[src/rtl/core/cds_pkg.sv]
// cds_pkg: payload types, request codes and calendar constants for the
// calendar date stepper. No dependencies.
package cds_pkg;

  typedef enum logic [1:0] {
    REQ_LOAD   = 2'd0,
    REQ_NEXT   = 2'd1,
    REQ_PREV   = 2'd2,
    REQ_REPORT = 2'd3
  } req_code_t;

  typedef struct packed {
    logic [1:0]  req_type;
    logic [4:0]  day_in;
    logic [3:0]  month_in;
    logic [15:0] year_in;
  } req_t;

  typedef struct packed {
    logic [4:0]  day_out;
    logic [3:0]  month_out;
    logic [15:0] year_out;
    logic [2:0]  weekday;
    logic        load_rejected;
  } res_t;

  localparam logic [4:0]  DEFAULT_DAY   = 5'd1;
  localparam logic [3:0]  DEFAULT_MONTH = 4'd1;
  localparam logic [15:0] DEFAULT_YEAR  = 16'd1970;
  // 1970 = 19 * 100 + 70, 19 mod 4 = 3
  localparam logic [6:0]  DEFAULT_REM   = 7'd70;
  localparam logic [1:0]  DEFAULT_CENT  = 2'd3;

  localparam logic [3:0]  MONTH_FEB = 4'd2;
  localparam logic [3:0]  MONTH_DEC = 4'd12;
  localparam logic [6:0]  REM_LAST  = 7'd99;

  // floor(y / 100) = (y * RECIP_100) >> RECIP_SHIFT, exact for 16-bit y
  localparam logic [16:0] RECIP_100   = 17'd83887;
  localparam int          RECIP_SHIFT = 23;

  function automatic logic [4:0] days_in_month(input logic [3:0] month, input logic leap);
    logic [4:0] len;
    case (month)
      4'd2:                      len = leap ? 5'd29 : 5'd28;
      4'd4, 4'd6, 4'd9, 4'd11:   len = 5'd30;
      default:                   len = 5'd31;
    endcase
    return len;
  endfunction

  // (26*m - 2)/10 mod 7, with m counted from March = 1
  function automatic logic [2:0] month_offset(input logic [3:0] month);
    logic [2:0] ofs;
    case (month)
      4'd1:    ofs = 3'd0;
      4'd2:    ofs = 3'd3;
      4'd3:    ofs = 3'd2;
      4'd4:    ofs = 3'd5;
      4'd5:    ofs = 3'd0;
      4'd6:    ofs = 3'd3;
      4'd7:    ofs = 3'd5;
      4'd8:    ofs = 3'd1;
      4'd9:    ofs = 3'd4;
      4'd10:   ofs = 3'd6;
      4'd11:   ofs = 3'd2;
      4'd12:   ofs = 3'd4;
      default: ofs = 3'd0;
    endcase
    return ofs;
  endfunction

  // (c/4 + 5c) mod 7 = 5 * (c mod 4) mod 7
  function automatic logic [2:0] cent_term(input logic [1:0] cmod4);
    logic [2:0] t;
    case (cmod4)
      2'd0:    t = 3'd0;
      2'd1:    t = 3'd5;
      2'd2:    t = 3'd3;
      default: t = 3'd1;
    endcase
    return t;
  endfunction

endpackage

[src/rtl/core/calendar_date_stepper.sv]
// calendar_date_stepper: Gregorian date register with day stepping and weekday.
// Depends on cds_pkg.
//
// Usage:
//   Request channel req_valid / req_stall / req_data (req_t): load a date,
//   step one day forward or back, or report. A transfer happens at a clock
//   edge with valid high and stall low.
//   Result channel res_valid / res_stall / res_data (res_t): one result per
//   request, in order: date after the request, weekday (Sunday = 0) and the
//   load rejection flag. An invalid load gives 1.1.1970 with the flag set.
//   Throughput: one request per cycle while res_stall is low. Stages:
//   input register, divide-by-100 multiplier, load check, held date (the
//   only feedback loop: one day step per cycle when not stalled), weekday
//   and result register.
//   The held date also keeps year mod 100 and century mod 4, so stepping and
//   the weekday need no division.
//   Stall: a stalled result holds; stages behind it fill their empty slots
//   and req_stall rises only once every stage holds a request.
//   Reset (rst, synchronous): pipeline empties, date returns to 1.1.1970.
module calendar_date_stepper
  import cds_pkg::*;
#(
  parameter int YEAR_WIDTH = 16
) (
  input  logic clk,
  input  logic rst,
  input  logic req_valid,
  output logic req_stall,
  input  req_t req_data,
  output logic res_valid,
  input  logic res_stall,
  output res_t res_data
);

  localparam logic [15:0] LOAD_MASK = (YEAR_WIDTH >= 16) ? 16'hFFFF :
                                      16'((32'd1 << YEAR_WIDTH) - 32'd1);
  localparam logic [YEAR_WIDTH-1:0] YEAR_MAX   = '1;
  localparam logic [YEAR_WIDTH-1:0] YEAR_RESET = YEAR_WIDTH'(DEFAULT_YEAR);
  localparam logic [YEAR_WIDTH-1:0] YEAR_ONE   = YEAR_WIDTH'(1);
  localparam logic [6:0] MAX_REM  = 7'(((64'd1 << YEAR_WIDTH) - 64'd1) % 64'd100);
  localparam logic [1:0] MAX_CENT = 2'((((64'd1 << YEAR_WIDTH) - 64'd1) / 64'd100) % 64'd4);

  // stage advance chain, bubbles collapse
  logic adv_a, adv_b, adv_c, adv_d, adv_e;

  // stage A: input register
  logic a_valid;
  req_t a_req;
  req_t req_masked;
  logic [32:0] a_prod;

  // stage B: quotient by 100
  logic b_valid;
  req_t b_req;
  logic [9:0] b_quot;
  logic [15:0] b_hundreds;
  logic [6:0] b_rem;
  logic b_leap, b_ok;

  // stage C: checked load
  logic c_valid;
  req_code_t c_code;
  logic [4:0] c_day;
  logic [3:0] c_month;
  logic [YEAR_WIDTH-1:0] c_year;
  logic [6:0] c_rem;
  logic [1:0] c_cent;
  logic c_rejected;

  // stage D: held date
  logic d_valid, d_rejected;
  logic [4:0] cur_day, day_next;
  logic [3:0] cur_month, month_next;
  logic [YEAR_WIDTH-1:0] cur_year, year_next;
  logic [6:0] cur_rem, rem_next;
  logic [1:0] cur_cent, cent_next;
  logic cur_leap;
  logic [4:0] cur_len;

  // weekday
  logic early;
  logic [6:0] y_adj;
  logic [1:0] c_mod4;
  logic [7:0] wd_sum;
  logic [2:0] wd;

  logic e_valid;

  function automatic logic [2:0] mod7(input logic [7:0] s);
    logic [4:0] t;
    logic [3:0] u;
    // 8 = 1 mod 7: fold octal digits
    t = 5'(s[7:6]) + 5'(s[5:3]) + 5'(s[2:0]);
    u = 4'(t[4:3]) + 4'(t[2:0]);
    return (u >= 4'd7) ? 3'(u - 4'd7) : u[2:0];
  endfunction

  assign adv_e = !e_valid || !res_stall;
  assign adv_d = !d_valid || adv_e;
  assign adv_c = !c_valid || adv_d;
  assign adv_b = !b_valid || adv_c;
  assign adv_a = !a_valid || adv_b;
  assign req_stall = !adv_a;
  assign res_valid = e_valid;

  always_comb begin
    req_masked         = req_data;
    req_masked.year_in = req_data.year_in & LOAD_MASK;
  end

  always_ff @(posedge clk) begin
    if (rst) begin
      a_valid <= 1'b0;
    end else if (adv_a) begin
      a_valid <= req_valid;
    end
    if (adv_a && req_valid) begin
      a_req <= req_masked;
    end
  end

  assign a_prod = 33'(a_req.year_in) * 33'(RECIP_100);

  always_ff @(posedge clk) begin
    if (rst) begin
      b_valid <= 1'b0;
    end else if (adv_b) begin
      b_valid <= a_valid;
    end
    if (adv_b && a_valid) begin
      b_req  <= a_req;
      b_quot <= a_prod[RECIP_SHIFT +: 10];
    end
  end

  always_comb begin
    b_hundreds = 16'({b_quot, 6'b0}) + 16'({b_quot, 5'b0}) + 16'({b_quot, 2'b0});
    b_rem  = 7'(b_req.year_in - b_hundreds);
    b_leap = (b_rem[1:0] == 2'd0 && b_rem != 7'd0) || (b_rem == 7'd0 && b_quot[1:0] == 2'd0);
    b_ok   = (b_req.year_in != 16'd0) && (b_req.month_in >= 4'd1) &&
             (b_req.month_in <= MONTH_DEC) && (b_req.day_in != 5'd0) &&
             (b_req.day_in <= days_in_month(b_req.month_in, b_leap));
  end

  always_ff @(posedge clk) begin
    if (rst) begin
      c_valid <= 1'b0;
    end else if (adv_c) begin
      c_valid <= b_valid;
    end
    if (adv_c && b_valid) begin
      c_code     <= req_code_t'(b_req.req_type);
      c_rejected <= !b_ok;
      if (b_ok) begin
        c_day   <= b_req.day_in;
        c_month <= b_req.month_in;
        c_year  <= YEAR_WIDTH'(b_req.year_in);
        c_rem   <= b_rem;
        c_cent  <= b_quot[1:0];
      end else begin
        c_day   <= DEFAULT_DAY;
        c_month <= DEFAULT_MONTH;
        c_year  <= YEAR_RESET;
        c_rem   <= DEFAULT_REM;
        c_cent  <= DEFAULT_CENT;
      end
    end
  end

  // day step or load on the held date
  always_comb begin
    cur_leap   = (cur_rem[1:0] == 2'd0 && cur_rem != 7'd0) ||
                 (cur_rem == 7'd0 && cur_cent == 2'd0);
    cur_len    = days_in_month(cur_month, cur_leap);
    day_next   = cur_day;
    month_next = cur_month;
    year_next  = cur_year;
    rem_next   = cur_rem;
    cent_next  = cur_cent;
    case (c_code)
      REQ_LOAD: begin
        day_next   = c_day;
        month_next = c_month;
        year_next  = c_year;
        rem_next   = c_rem;
        cent_next  = c_cent;
      end
      REQ_NEXT: begin
        if (cur_day >= cur_len) begin
          day_next = 5'd1;
          if (cur_month == MONTH_DEC) begin
            month_next = 4'd1;
            year_next  = cur_year + YEAR_ONE;
            if (cur_year == YEAR_MAX) begin
              rem_next  = 7'd0;
              cent_next = 2'd0;
            end else if (cur_rem == REM_LAST) begin
              rem_next  = 7'd0;
              cent_next = cur_cent + 2'd1;
            end else begin
              rem_next = cur_rem + 7'd1;
            end
          end else begin
            month_next = cur_month + 4'd1;
          end
        end else begin
          day_next = cur_day + 5'd1;
        end
      end
      REQ_PREV: begin
        if (cur_day <= 5'd1) begin
          if (cur_month <= 4'd1) begin
            month_next = MONTH_DEC;
            day_next   = 5'd31;
            year_next  = cur_year - YEAR_ONE;
            if (cur_year == '0) begin
              rem_next  = MAX_REM;
              cent_next = MAX_CENT;
            end else if (cur_rem == 7'd0) begin
              rem_next  = REM_LAST;
              cent_next = cur_cent - 2'd1;
            end else begin
              rem_next = cur_rem - 7'd1;
            end
          end else begin
            month_next = cur_month - 4'd1;
            day_next   = days_in_month(cur_month - 4'd1, cur_leap);
          end
        end else begin
          day_next = cur_day - 5'd1;
        end
      end
      default: ;
    endcase
  end

  always_ff @(posedge clk) begin
    if (rst) begin
      d_valid    <= 1'b0;
      d_rejected <= 1'b0;
      cur_day    <= DEFAULT_DAY;
      cur_month  <= DEFAULT_MONTH;
      cur_year   <= YEAR_RESET;
      cur_rem    <= DEFAULT_REM;
      cur_cent   <= DEFAULT_CENT;
    end else if (adv_d) begin
      d_valid <= c_valid;
      if (c_valid) begin
        d_rejected <= (c_code == REQ_LOAD) && c_rejected;
        cur_day    <= day_next;
        cur_month  <= month_next;
        cur_year   <= year_next;
        cur_rem    <= rem_next;
        cur_cent   <= cent_next;
      end
    end
  end

  // Zeller on year + 400; Jan/Feb count as months of the year before
  always_comb begin
    early  = cur_month <= MONTH_FEB;
    y_adj  = cur_rem;
    c_mod4 = cur_cent;
    if (early) begin
      if (cur_rem == 7'd0) begin
        y_adj  = REM_LAST;
        c_mod4 = cur_cent - 2'd1;
      end else begin
        y_adj = cur_rem - 7'd1;
      end
    end
    wd_sum = 8'(cur_day) + 8'(month_offset(cur_month)) + 8'(y_adj) +
             8'(y_adj >> 2) + 8'(cent_term(c_mod4));
    wd = mod7(wd_sum);
  end

  always_ff @(posedge clk) begin
    if (rst) begin
      e_valid <= 1'b0;
    end else if (adv_e) begin
      e_valid <= d_valid;
    end
    if (adv_e && d_valid) begin
      res_data.day_out       <= cur_day;
      res_data.month_out     <= cur_month;
      res_data.year_out      <= 16'(cur_year);
      res_data.weekday       <= wd;
      res_data.load_rejected <= d_rejected;
    end
  end

endmodule

[config.mk]
export PLATFORM = sky130hd
export DESIGN_NAME = calendar_date_stepper
export DESIGN_NICKNAME = d
export VERILOG_FILES = /design/src/rtl/core/cds_pkg.sv /design/src/rtl/core/calendar_date_stepper.sv
export SDC_FILE = /design/constraint.sdc
export NUM_CORES = 1
export LEC_CHECK = 0
export BUFFER_PORTS_ARGS = -buffer_cell sky130_fd_sc_hd__buf_4
export CAP_MARGIN = 5
export CORE_MARGIN = 2
export CORE_UTILIZATION = 57
export CTS_CLUSTER_DIAMETER = 100
export DETAILED_ROUTE_END_ITERATION = 10
export GPL_TIMING_DRIVEN = 0
export PLACE_DENSITY = 0.78
export SYNTH_ARGS = -nofsm -noshare
export SYNTH_HDL_FRONTEND = slang
export SYNTH_SLANG_ARGS = --single-unit
[constraint.sdc]
create_clock -name clk -period 6.7 [get_ports clk]
set_clock_uncertainty 0.2 [all_clocks]
set_input_delay 1.34 -clock clk [delete_from_list [all_inputs] [get_ports clk]]
set_output_delay 1.34 -clock clk [all_outputs]
set_load 0.005 [all_outputs]
==> results of run 1 <==
==> placed cells by master (no fill, tap or decap), types with 12 or more instances in the layout <==
cell type,instances
and2_1,20
nor3_1,19
buf_4,95
dfxtp_1,34
nand4_1,12
clkbuf_16,18
nand2b_1,13
a31oi_1,13
ha_1,171
fa_1,108
clkbuf_1,22
nand3_1,23
edfxtp_1,123
nand2_1,49
nor2_1,64
a21oi_1,59
inv_1,180
o211ai_1,14
xnor2_1,31
a21o_1,20
o21ai_0,50
==> cells by family (layout without fill, tap and decap cells) <==
family                     after synthesis  after routing  synth area share
and+or+nand+nor                        262            262            0.1010
AOI/OAI and AO/OA                      240            240            0.1190
buffers and inverters                  229            358           0.06540
muxes                                   14             14           0.01210
adders and majority gates              288            288            0.3327
DFF                                    166            166            0.3416
xor gates and xnor gates                43             43           0.02824
==> worst max-delay path: cells and delay by family, from the launching register on <==
| family | cells | cell delay, ns |
|---|---|---|
| fa+ha+maj | 11 | 3.95 |
| compound gates | 6 | 0.83 |
| simple gates | 4 | 0.50 |
| xor+xnor | 3 | 0.48 |
| buf+inv | 7 | 0.36 |
| flops | 1 | 0.35 |
==> per-stage QoR <==
stage | std cells | setup slack (ns)
3_5_place_dp | 1618 | -0.7819
5_1_grt | 1684 | -0.4958
3_3_place_gp | 1615 | -0.6371
6_report | 1684 | -0.2406
4_1_cts | 1669 | -0.2682
2_1_floorplan | 1242 | -0.1983
==> timing repair <==
action                     CTS  global route
buffers inserted            20            16
pin swaps                   21            11
gates resized for setup     34            16
setup endpoints to repair    3             5
==> state kept, by name, indices dropped and copies added, names as in the netlist, 7 cells and up, named ones only <==
name,cells
a_req,27
b_req,27
c_year,16
cur_rem,7
cur_year,16
res_data,29
==> worst paths after layout <==
kind                            slack, ns                      start               endpoint  cells past startpoint
worst max-delay path                -0.24  cur_month[0]$_SDFFE_PP1P_  res_data[1]$_DFFE_PP_                     31
worst min-delay path                 0.22        a_req[22]$_DFFE_PP_    b_req[22]$_DFFE_PP_                      0
worst max register to register      -0.24  cur_month[0]$_SDFFE_PP1P_  res_data[1]$_DFFE_PP_                     31
worst min register to register       0.22        a_req[22]$_DFFE_PP_    b_req[22]$_DFFE_PP_                      0
==> final cells by class <==
| class | instances | area share |
|---|---|---|
| Clock buffer | 19 | 0.03020 |
| Tap cell | 313 | 0.02548 |
| Timing Repair Buffer | 99 | 0.05153 |
| Multi-Input combinational cell | 847 | 0.5290 |
| Inverter | 190 | 0.04689 |
| Buffer | 37 | 0.01066 |
| Clock inverter | 13 | 0.008384 |
| Sequential cell | 166 | 0.2978 |
==> power by group <==
part	internal [uW]	total, uW	switching, uW	leakage (uW)
Sequential	1270	1340	69.5	0.00148
Combinational	2060	4450	2390	0.00504
Clock	525	982	457	0.000286
==> synth_stat cells (all sizes together) (9+ instances only) <==
cell type and number:
xnor2 32, nor4 10, and2 20, o21ai 56, clkbuf 28, a31oi 14, nand3 23, and3 9
nor2 67, ha 177, inv 190, mux2i 10, edfxtp 123, fa 111, xor2 11, o211ai 14
nand4 12, nor3 21, a21oi 61, buf 11, a211oi 9, nand2b 14, dfxtp 43, nand2 52
o21a 10, a21o 20
==> routing by layer <==
metal  share of wire  GRT usage  vias up
met3           0.064    0.03827       86
met1            0.38     0.3218     4696
met5               0          0        -
met4           0.031    0.09218        0
met2            0.52     0.4749      428
li1                -          -     4573
==> impl_metrics.json, run 1 <==
{
  "setup_tns_ns": -0.6276,
  "final_area_um2": 15370,
  "yosysSeqAreaShare": 0.3416,
  "rsz0062_at_grt": "true",
  "place_area_um2": 14360,
  "fin_crit_ns": 6.941,
  "synth_cell_type_count": 76,
  "required_ns": 6.69,
  "worstHoldPathType": "reg2reg",
  "leakagePower_uw": 0.006811,
  "via_per_inst": 5.809,
  "nFillCells": 1623,
  "final_nets": 1677,
  "netlist_area_um2": 13330,
  "p_total_uw": 6772,
  "crit_path_top_delay_cell": "fa_1",
  "irDropWorstVdd_v": 0.0008661,
  "clock-sinks": 166,
  "insertion_delay_ns": 0.44,
  "crit_path_start_kind": "flip-flop",
  "via_count": 9783,
  "grt_max_degree": 33,
  "wl_per_cell_um": 18.46,
  "ant_nets": 0,
  "violations": "negative setup slack",
  "status": "finished, violations left",
  "grt_pass1_wl_um": 49960,
  "wirelength_um": 31080,
  "hold_ws_ns": 0.2191,
  "synth_top_area_cell": "edfxtp_1",
  "syn_inst": 1242,
  "drt_pass1_iterations": 6,
  "cpPeakStageDelay_ns": 0.55,
  "async_flop_share": 0,
  "critical_path_arrival_ns": 6.93,
  "hold_buffers": 0,
  "slew_violations": 0,
  "drv_cap": 0,
  "grt_pass1_vias": 9849,
  "dieArea_um2": 24630,
  "tightest_slew_ns": 1.182,
  "multi_input_area_um2": 8132,
  "port-buffer-count": 60,
  "synth_top_area_share": 0.2770,
  "maxSlewHeadroom": 0.2120,
  "power.density_nw_per_um2": 440.6,
  "area.sequential_um2": 4578,
  "final_util": 0.6748,
  "drt-initial-drc-count": 742,
  "rows": 55,
  "yosys-top-cells-area": "edfxtp_1 28%, fa_1 17%, ha_1 17%",
  "layout-drive-gt1-share": 0.1568,
  "hold_viol": 0,
  "path_max_fanout": 3,
  "path_class": "reg2reg",
  "hpwl_um": 23670,
  "finalSetupViolations": 3,
  "root_buffer": "clkbuf_16",
  "track_usage": 0.2631,
  "syn_nets": 1561,
  "finalCritPeriodShare": 1.036,
  "synth_ff_type": "edfxtp_1",
  "die_y_um": 156.9,
  "critPathCaptureType": "flip-flop",
  "ctsHtreeMaxLevel": 4,
  "grt_overflow": 0,
  "drc": 0,
  "cts_tree": "yes",
  "fmax_ghz": 0.1441,
  "fin_ws_ns": -0.2406,
  "synth-seq-cells": 166,
  "clkTransAtPathRegs_ns": 0.07,
  "dieWidth_um": 156.9,
  "num_io_pins": 62,
  "syn_area_per_cell_um2": 10.74,
  "area_delta_synth_final_pct": 15.28,
  "core-area_um2": 22780,
  "cts_max_path_buffers": 2,
  "cts_made_buffers": 17,
  "start_util": 0.5854,
  "diodes": 0,
  "synth-edff-count": 123,
  "yosysWarnings": 0,
  "antenna_found_initial": 0,
  "gp_congestion": 0.9022
}
Power figures use the tool's default switching activity.
==> run 2: changes to the inputs <==
--- a/config.mk
+++ b/config.mk
@@ -8,11 +8,11 @@
 export BUFFER_PORTS_ARGS = -buffer_cell sky130_fd_sc_hd__buf_4
 export CAP_MARGIN = 5
 export CORE_MARGIN = 2
-export CORE_UTILIZATION = 57
+export CORE_UTILIZATION = 55
 export CTS_CLUSTER_DIAMETER = 100
 export DETAILED_ROUTE_END_ITERATION = 10
 export GPL_TIMING_DRIVEN = 0
-export PLACE_DENSITY = 0.78
+export PLACE_DENSITY = 0.75
 export SYNTH_ARGS = -nofsm -noshare
 export SYNTH_HDL_FRONTEND = slang
 export SYNTH_SLANG_ARGS = --single-unit
==> run 2 against run 1 <==
Effect of this change:
- design area up 0.11%
- hold slack worse by 0.0035 ns
- non-clock buffer count up 6
- critical path type unchanged
- the run still ends with negative setup slack left
==> impl_metrics.json, run 2 (synthesized netlist as in run 1, its figures left out) <==
{
  "tightest_slew_ns": 1.098,
  "swShare": 0.4264,
  "largest_reg_flops": 29,
  "largest-register": "res_data",
  "fmax_ghz": 0.1427,
  "fin_crit_ns": 7.009,
  "path_max_fanout": 4,
  "reg2reg_from": "cur_month[0]$_SDFFE_PP1P_",
  "dieWidth_um": 159.7,
  "wl_per_cell_um": 18.34,
  "wirelength_um": 31100,
  "area_delta_synth_final_pct": 15.40,
  "insertion_delay_ns": 0.43,
  "grt_pass1_wl_um": 50670,
  "leakagePower_uw": 0.006817,
  "crit_path_top_delay_cell": "fa_1",
  "pwr-share-comb": 0.656,
  "cts_max_path_buffers": 2,
  "grt_use_met1": 0.3046,
  "via_count": 9751,
  "violations": "negative setup slack",
  "path_class": "reg2reg",
  "power.density_nw_per_um2": 431.8,
  "final_cell_mix": "182 x inv_1, 171 x ha_1, 123 x edfxtp_1, 108 x fa_1, 102 x buf_4",
  "ant_nets": 0,
  "cp-startpoint": "cur_month[0]$_SDFFE_PP1P_",
  "hold_viol": 0,
  "rows": 56,
  "start_util": 0.5647,
  "antenna_found_initial": 0,
  "pwr-share-clk": 0.143,
  "nFillCells": 1822,
  "cts_tree": "yes",
  "setup_tns_ns": -0.8264,
  "dieArea_um2": 25510,
  "hpwl_um": 23770,
  "area.sequential_um2": 4574,
  "drt-initial-drc-count": 733,
  "grt_pass1_vias": 9973,
  "crit_path_start_kind": "flip-flop",
  "grt_max_degree": 33,
  "drc": 0,
  "layout_commonest_cell": "inv_1",
  "slew_violations": 0,
  "finalCritPeriodShare": 1.046,
  "multi_input_area_um2": 8134,
  "clock-sinks": 166,
  "met3_usage": 0.04026,
  "fin_ws_ns": -0.3095,
  "via_per_inst": 5.749,
  "grt_use_met2": 0.4481,
  "p_total_uw": 6644,
  "port-buffer-count": 60,
  "crit_top_cell": "fa_1",
  "seqPwrFrac": 0.201,
  "root_buffer": "clkbuf_16",
  "reg_top3": "res_data: 29 flops, a_req: 27 flops, b_req: 27 flops",
  "gp_congestion": 0.9241,
  "irDropWorstVdd_v": 0.0008032,
  "p_int_uw": 3811,
  "worstHoldPathType": "reg2reg",
  "rsz0062_at_grt": "true",
  "critical_path_arrival_ns": 7.00,
  "required_ns": 6.69,
  "drt_pass1_iterations": 7,
  "diodes": 0,
  "die_y_um": 159.7,
  "p_sw_uw": 2833,
  "final_area_um2": 15390,
  "track_usage": 0.2521,
  "core-area_um2": 23610,
  "place_area_um2": 14360,
  "status": "finished, violations left",
  "layout-drive-gt1-share": 0.1634,
  "finalSetupViolations": 3,
  "ctsHtreeMaxLevel": 4,
  "cts_made_buffers": 17,
  "critPathCaptureType": "flip-flop",
  "num_io_pins": 62,
  "drv_cap": 0,
  "maxSlewHeadroom": 0.2683,
  "grt_busiest_layer": "met2",
  "clkTransAtPathRegs_ns": 0.07,
  "hold_buffers": 0,
  "cpPeakStageDelay_ns": 0.56,
  "final_nets": 1683,
  "hold_ws_ns": 0.2156,
  "min_from": "a_req[22]$_DFFE_PP_",
  "grt_overflow": 0
}
==> run 2: cell type report <==
type / instances / area share
multi-input combinational: 847 / 0.5286
sequential: 166 / 0.2973
timing repair buffer: 104 / 0.05318
inverter: 190 / 0.04684
clock buffer: 18 / 0.02854
tap: 319 / 0.02594
buffer: 38 / 0.01114
clock inverter: 14 / 0.008457
==> run 2: routing by layer <==
layer / vias up / wire, um
met2: 357 / 15980
met5: - / 0
met1: 4736 / 12410
met4: 0 / 1141
met3: 91 / 1574
li1: 4567 / -
==> run 2: timing repair <==
item                       CTS  global route
buffers inserted            26            15
setup endpoints to repair    3             5
resized for setup           33            16
pin swaps                   23             5
==> run 2: path summary, 6_finish.rpt <==
kind	to	slack [ns]	cells after the start
min reg2reg	b_req[22]$_DFFE_PP_	0.22	0
max	res_data[1]$_DFFE_PP_	-0.31	31
min	b_req[22]$_DFFE_PP_	0.22	0
max reg2reg	res_data[1]$_DFFE_PP_	-0.31	31
==> run 2: power by group through the flow <==
stage               Combinational [uW]  Sequential, uW  Clock (uW)
floorplan                         3250            1330           0
global placement                  4030            1360           0
detailed placement                4190            1360           0
CTS                               4340            1330         959
global route                      5030            1340        1000
finish                            4360            1330         949
==> run 2: per-stage QoR <==
stage,cells,utilization,setup slack [ns]
final,1696,0.6517,-0.3095
after detailed placement,1624,0.6080,-0.8185
after global placement,1621,0.6039,-0.6804
after CTS,1682,0.6453,-0.3446
after global routing,1696,0.6517,-0.6412
after floorplan,1242,-,-0.1983
==> run 2: worst max-delay path: cells and delay by family (launching register included) <==
| kind | cells | cell delay, ns |
|---|---|---|
| AND/OR/NAND/NOR | 4 | 0.48 |
| buffers and inverters | 7 | 0.37 |
| XOR/XNOR | 3 | 0.47 |
| flip-flops | 1 | 0.35 |
| AO/OA/AOI/OAI | 6 | 0.84 |
| adder cells (fa/ha/maj) | 11 | 4.05 |
